File: src/hw/rtl/scld_pkg.sv
// Package for the serial command line decoder: event codes, command word
// tables and the small structs passed between the matcher and the top level.
// Depends on nothing.
package scld_pkg;

	localparam int LINE_CAPACITY = 96;
	localparam int WORD_COUNT    = 7;
	localparam int MAX_WORD_LEN  = 14;
	localparam int CODE_W        = 4;
	localparam int LEN_W         = 4;

	localparam logic [7:0] CHAR_CR = 8'd13;
	localparam logic [7:0] CHAR_LF = 8'd10;
	localparam logic [7:0] CHAR_NUL = 8'd0;

	localparam logic [CODE_W-1:0] CODE_VERSION   = 4'd0;
	localparam logic [CODE_W-1:0] CODE_LED_ON    = 4'd1;
	localparam logic [CODE_W-1:0] CODE_LED_OFF   = 4'd2;
	localparam logic [CODE_W-1:0] CODE_SENSOR_ID = 4'd3;
	localparam logic [CODE_W-1:0] CODE_TELEMETRY = 4'd4;
	localparam logic [CODE_W-1:0] CODE_DIAG_I2C  = 4'd5;
	localparam logic [CODE_W-1:0] CODE_RESET     = 4'd6;
	localparam logic [CODE_W-1:0] CODE_UNKNOWN   = 4'd7;
	localparam logic [CODE_W-1:0] CODE_OVERFLOW  = 4'd8;

	localparam logic [WORD_COUNT-1:0] ALL_ALIVE = '1;

	// Word texts are left aligned: character p sits in bits [111-8p -: 8].
	localparam logic [8*MAX_WORD_LEN-1:0] WORD_TEXT [WORD_COUNT] = '{
		{"version",        56'h0},
		{"led on",         64'h0},
		{"led off",        56'h0},
		{"sensor id",      40'h0},
		{"telemetry once"},
		{"diag i2c",       48'h0},
		{"reset",          72'h0}
	};

	localparam logic [LEN_W-1:0] WORD_LEN [WORD_COUNT] = '{
		4'd7, 4'd6, 4'd7, 4'd9, 4'd14, 4'd8, 4'd5
	};

	// Code each word reports when it is the match at line end.
	localparam logic [CODE_W-1:0] WORD_CODE [WORD_COUNT] = '{
		CODE_VERSION, CODE_LED_ON, CODE_LED_OFF, CODE_SENSOR_ID,
		CODE_TELEMETRY, CODE_DIAG_I2C, CODE_RESET
	};

	typedef struct packed {
		logic [WORD_COUNT-1:0] alive;
		logic                  zero_seen;
	} line_flags_t;

	typedef struct packed {
		logic              valid;
		logic [CODE_W-1:0] code;
	} result_t;

	// Character of word k at position pos; zero past the table width.
	function automatic logic [7:0] word_char(input int unsigned k,
			input logic [LEN_W-1:0] pos);
		logic [7:0] ch;
		ch = 8'd0;
		if (pos < LEN_W'(MAX_WORD_LEN)) begin
			ch = WORD_TEXT[k][8*(MAX_WORD_LEN-1-int'(pos)) +: 8];
		end
		return ch;
	endfunction

endpackage

File: src/hw/rtl/scld_match.sv
// Incremental command matcher: next line state and optional event for one byte.
// Purely combinational. Depends on scld_pkg.
module scld_match #(
	parameter int LINE_CAPACITY = scld_pkg::LINE_CAPACITY,
	localparam int CNT_W = $clog2(LINE_CAPACITY)
) (
	input  logic [7:0]            rx_byte,
	input  logic [CNT_W-1:0]      count,
	input  scld_pkg::line_flags_t flags,
	output logic [CNT_W-1:0]      count_next,
	output scld_pkg::line_flags_t flags_next,
	output scld_pkg::result_t     result
);

	localparam logic [CNT_W-1:0] COUNT_LIMIT = CNT_W'(LINE_CAPACITY - 1);

	logic                             is_eol;
	logic [scld_pkg::WORD_COUNT-1:0]  hit;
	logic [scld_pkg::WORD_COUNT-1:0]  keep;
	logic [scld_pkg::CODE_W-1:0]      match_code;

	assign is_eol = (rx_byte == scld_pkg::CHAR_CR) || (rx_byte == scld_pkg::CHAR_LF);

	// Per-word hit at line end and per-word survival of this byte.
	always_comb begin
		for (int k = 0; k < scld_pkg::WORD_COUNT; k++) begin
			hit[k] = flags.alive[k] &&
				(flags.zero_seen || (CNT_W'(scld_pkg::WORD_LEN[k]) == count));
			if (rx_byte == scld_pkg::CHAR_NUL) begin
				keep[k] = (CNT_W'(scld_pkg::WORD_LEN[k]) == count);
			end else begin
				keep[k] = (count < CNT_W'(scld_pkg::WORD_LEN[k])) &&
					(scld_pkg::word_char(k, count[scld_pkg::LEN_W-1:0]) == rx_byte);
			end
		end
	end

	// Lowest-numbered matching word wins.
	always_comb begin
		match_code = scld_pkg::CODE_UNKNOWN;
		for (int k = scld_pkg::WORD_COUNT - 1; k >= 0; k--) begin
			if (hit[k]) begin
				match_code = scld_pkg::WORD_CODE[k];
			end
		end
	end

	always_comb begin
		count_next   = count;
		flags_next   = flags;
		result.valid = 1'b0;
		result.code  = scld_pkg::CODE_UNKNOWN;
		if (is_eol) begin
			if (count != '0) begin
				result.valid         = 1'b1;
				result.code          = match_code;
				count_next           = '0;
				flags_next.alive     = scld_pkg::ALL_ALIVE;
				flags_next.zero_seen = 1'b0;
			end
		end else if (count >= COUNT_LIMIT) begin
			result.valid         = 1'b1;
			result.code          = scld_pkg::CODE_OVERFLOW;
			count_next           = '0;
			flags_next.alive     = scld_pkg::ALL_ALIVE;
			flags_next.zero_seen = 1'b0;
		end else begin
			if (!flags.zero_seen) begin
				flags_next.alive     = flags.alive & keep;
				flags_next.zero_seen = (rx_byte == scld_pkg::CHAR_NUL);
			end
			count_next = count + 1'b1;
		end
	end

endmodule

File: src/hw/rtl/serial_command_line_decoder.sv
// Top level of the serial command line decoder: input register, line state,
// result register and handshakes. Depends on scld_pkg and scld_match.
//
//   Channel   Direction  Handshake            Payload
//   input     in         in_valid / in_stall  rx_byte[7:0]
//   output    out        out_valid / out_stall event_code[3:0]
//
// Each byte is registered in the input register and decoded from there into the
// line state and, at a line end or overflow, into the result register. One byte
// is taken every clock unless the input stalls; the throughput is set by the
// matcher update of the line state.
// arst_n clears the line state, the input register and the result register.
// A stalled result holds; the input stalls only while a byte waits in the
// input register and the result register is full and stalled.
module serial_command_line_decoder #(
	parameter int LINE_CAPACITY = scld_pkg::LINE_CAPACITY,
	localparam int CNT_W = $clog2(LINE_CAPACITY)
) (
	input  logic                        clk,
	input  logic                        arst_n,
	input  logic                        in_valid,
	output logic                        in_stall,
	input  logic [7:0]                  rx_byte,
	output logic                        out_valid,
	input  logic                        out_stall,
	output logic [scld_pkg::CODE_W-1:0] event_code
);

	// Input register stage.
	logic       rx_valid_s1;
	logic [7:0] rx_byte_s1;

	// Line state, updated when the byte in the input register is decoded.
	logic [CNT_W-1:0]      count_q;
	scld_pkg::line_flags_t flags_q;

	logic [CNT_W-1:0]      count_next;
	scld_pkg::line_flags_t flags_next;
	scld_pkg::result_t     result;

	logic                        out_valid_q;
	logic [scld_pkg::CODE_W-1:0] event_code_q;

	logic out_free;
	logic advance;
	logic load_s1;

	// The result register can take a new value when empty or being read.
	assign out_free = !out_valid_q || !out_stall;
	assign advance  = rx_valid_s1 && out_free;
	assign load_s1  = !rx_valid_s1 || advance;
	assign in_stall = !load_s1;

	scld_match #(
		.LINE_CAPACITY(LINE_CAPACITY)
	) u_match (
		.rx_byte   (rx_byte_s1),
		.count     (count_q),
		.flags     (flags_q),
		.count_next(count_next),
		.flags_next(flags_next),
		.result    (result)
	);

	always_ff @(posedge clk or negedge arst_n) begin
		if (!arst_n) begin
			rx_valid_s1 <= 1'b0;
		end else if (load_s1) begin
			rx_valid_s1 <= in_valid;
		end
	end

	always_ff @(posedge clk) begin
		if (load_s1 && in_valid) begin
			rx_byte_s1 <= rx_byte;
		end
	end

	always_ff @(posedge clk or negedge arst_n) begin
		if (!arst_n) begin
			count_q           <= '0;
			flags_q.alive     <= scld_pkg::ALL_ALIVE;
			flags_q.zero_seen <= 1'b0;
		end else if (advance) begin
			count_q <= count_next;
			flags_q <= flags_next;
		end
	end

	// A decoded byte that yields no event still empties a read result.
	always_ff @(posedge clk or negedge arst_n) begin
		if (!arst_n) begin
			out_valid_q <= 1'b0;
		end else if (out_free) begin
			out_valid_q <= advance && result.valid;
		end
	end

	always_ff @(posedge clk) begin
		if (advance && result.valid && out_free) begin
			event_code_q <= result.code;
		end
	end

	assign out_valid  = out_valid_q;
	assign event_code = event_code_q;

endmodule

File: config.mk
export PLATFORM = sky130hd
export DESIGN_NAME = serial_command_line_decoder
export DESIGN_NICKNAME = d
export VERILOG_FILES = /design/src/hw/rtl/scld_pkg.sv /design/src/hw/rtl/scld_match.sv /design/src/hw/rtl/serial_command_line_decoder.sv
export SDC_FILE = /design/constraint.sdc
export NUM_CORES = 1
export LEC_CHECK = 0
export BUFFER_PORTS_ARGS = -buffer_cell sky130_fd_sc_hd__buf_4
export CAP_MARGIN = 20
export CORE_AREA = 3 3 98 100
export DETAILED_ROUTE_END_ITERATION = 16
export DIE_AREA = 0 0 101 103
export SYNTH_ARGS = -nofsm -noshare
export SYNTH_HDL_FRONTEND = slang
export SYNTH_SLANG_ARGS = --single-unit
export TNS_END_PERCENT = 50
File: constraint.sdc
create_clock -name clk -period 4.3 [get_ports clk]
set_clock_uncertainty 0.2 [all_clocks]
set_input_delay 0.43 -clock clk [delete_from_list [all_inputs] [get_ports clk]]
set_output_delay 0.43 -clock clk [all_outputs]
set_load 0.01 [all_outputs]
==> metrics <==
DRC Markers 0; commonest register cell after synthesis edfxtp_1; Nets 420; mux share of post-synthesis cell area 1.34%; Critical Path RT 4310 ps; Clk Latency, worst-skew pair 290 ps; #FFs+latches synth 29; most used cell, CP a21oi_1; Post-Syn Area 3070 sq um; async set or reset register ratio after synthesis 58.6%; clk slew on worst S/H paths 70 ps; Routed WL per cell 18.9 um; TritonCTS Buffers 5; Post-Synth Simple-Gate Area 24.2%; largest family of logic cells by synthesized area compound AO/OA/AOI/OAI gates; Post-synth EDFFs 12; peak supply drop 283 uV; vias in the first global route 2931; synth unique cells 71; largest net degree at the start of global routing 44; Worst path slowest cell o21ai_1; worst path cell trace nor4_1 -> o2111ai_1 -> o21ai_1 -> a21oi_1 -> buf_4 -> a21oi_1 -> o41ai_2; Synth Area in Compound Gates 32.1%; yosys warns 0; sequential area share after synthesis 25.9%; pre-CTS WS 972 ps; crit-path max FO 14; Max Cap Viol 0; clock sink count 29; DIE AREA 10400 sq um; critical path's largest stage delay 830 ps; initial antenna violation count 0; DRT antenna net count 0; status finished, final reports clean; final setup vio count 0; worst slew pin tran 962 ps; final worst slack 900 ps; area growth from synthesis to final layout 9.74%; clk root buf clkbuf_8; CP Capture Type flip-flop; Mapped Cells 396; CP startpoint kind flip-flop; Hold Vio Cnt, Final 0; layout cells sized above 1 15.0%; drt total wl 9610 um; Period minus WS final 3400 ps; Synthesized Nets 417; Die Span Y 103 um; GPL Wtd Cong 0.910; max_slew headroom 35.4%; FMAX 0.294 GHz; Fin Setup TNS 0 ps; I/O pin cnt 18; WS Path Type reg -> reg; unrepaired setup endpoints after global routing false; Starting Density 35.1%; arrival time at the worst endpoint 3410 ps; Bufs on Longest Clock Path 2; Via density 6.22; Synth Area in XOR/XNOR 4.85%; P_leak 1.25 nW; fin crit share 79.1%; GRT overflow 0; CTS tree built; Slew Viols, Final 0; Initial DRT Pass Iterations 5; I/O Buffers 17; adder-cell share of the synthesized area 3.67%; Die X 101 um; cell row count 34; initial drt markers 516; vias 3162; Hold Crit Class in -> reg; H-tree level count 2; total power per unit cell area 755 nW/um^2; post-synthesis average cell area 7.76 sq um; first-pass GRT wire length 15800 um; Tot GR Track Use 19.2%; post_cts resized 0; ANT cells 0; post-DP HPWL 6740 um; core box area 8760 sq um
## synthesized netlist by cell type (4+ instances only)
library cell | instances | area (sq um)
xnor2_1 | 10 | 87.6
o2111ai_1 | 6 | 52.6
a32oi_1 | 4 | 35.0
ha_1 | 9 | 113
and2_1 | 4 | 25.0
nor3_1 | 6 | 30.0
o211ai_1 | 5 | 37.5
a31oi_1 | 7 | 43.8
a211oi_1 | 4 | 30.0
dfrtp_1 | 10 | 250
a22oi_1 | 4 | 30.0
nand2b_1 | 6 | 37.5
nand4_1 | 6 | 37.5
nor2_1 | 30 | 113
buf_2 | 17 | 85.1
xor2_1 | 7 | 61.3
a21oi_1 | 39 | 195
nor2b_1 | 9 | 56.3
o21ai_1 | 4 | 20.0
nand2_1 | 36 | 135
a311o_1 | 4 | 40.0
o21ai_0 | 32 | 160
dfstp_2 | 7 | 184
nand3_1 | 11 | 55.1
o31ai_1 | 8 | 60.1
edfxtp_1 | 12 | 360
or4_1 | 5 | 37.5
a21o_1 | 4 | 30.0
clkbuf_1 | 8 | 30.0
buf_4 | 4 | 30.0
inv_1 | 13 | 48.8
and3_1 | 5 | 31.3
## final timing paths
path,startpoint,cells after the start,slack [ps],end
min in group asynchronous,arst_n,2,360,count_q[4]
worst min-delay path,rx_byte[5],1,110,rx_byte_s1[5]
max in group asynchronous,arst_n,2,3270,flags_q[4]
worst max-delay path,rx_byte_s1[6],7,900,flags_q[6]
worst min register to register,flags_q[2],2,310,flags_q[2]
worst max register to register,rx_byte_s1[6],7,900,flags_q[6]
## area by class of cell
class | count | area, sq um
Multi-Input combinational cell | 318 | 2030
Clock buffer | 5 | 68.8
Timing Repair Buffer | 30 | 240
Inverter | 15 | 56.3
Sequential cell | 29 | 795
Fill cell | 884 | 5390
Tap cell | 108 | 135
Clock inverter | 3 | 41.3
## metrics by stage
step | area, sq um | util, % | power (mW) | instances | hold WS [ps]
floorplan | 3070 | - | 1.83 | 396 | -65.6
global placement | 3250 | 37.1 | 2.21 | 499 | 129
detailed placement | 3250 | 37.1 | 2.21 | 499 | 133
CTS | 3370 | 38.5 | 2.50 | 508 | 111
global route | 3370 | 38.5 | 2.74 | 508 | 103
finish | 3370 | 38.5 | 2.54 | 508 | 115
## registers in the layout, summed over array words and instances (netlist names)
name	flops
flags_q	8
rx_byte_s1	8
count_q	7
event_code	4
out_valid	1
rx_valid_s1	1
## where the power goes
part	total [mW]	internal (mW)	switching [mW]	leakage [nW]
Combinational	1.74	0.655	1.09	0.898
Clock	0.290	0.170	0.120	0.0518
Sequential	0.511	0.383	0.128	0.305
## cells in the final DEF (no fill, tap or decap), drive strengths merged, types with 8 or more instances in the layout
cell / count
a21oi: 39
buf: 29
dfrtp: 10
edfxtp: 12
ha: 9
inv: 14
nand2: 36
nand3: 12
nor2: 31
nor2b: 9
nor3: 8
o21ai: 36
o31ai: 8
xnor2: 10
## worst max-delay path, delay by kind of cell (launching register included)
kind	cells	cell delay (ps)
buffers and inverters	1	270
AO/OA/AOI/OAI	5	1730
AND/OR/NAND/NOR	1	490
flip-flops	1	640
## metal layers
layer	GRT usage, %	vias up	part of all wire, %
li1	-	1495	-
met1	27.6	1426	44
met2	28.0	208	43
met3	3.52	33	9.6
met4	8.08	0	3.5
met5	0	-	0
## cells by family after synthesis
group | count (synthesis)
xor+xnor | 17
fa+ha+maj | 9
compound gates | 148
mux | 4
buf+inv | 49
flops | 29
simple gates | 140
## repair_timing
action,in CTS,in global routing
endpoints found under the hold margin,10,0
buffers inserted,0,0
endpoints found under the setup margin,0,0
hold buffers,1,0
(Power assumes the default switching activity.)
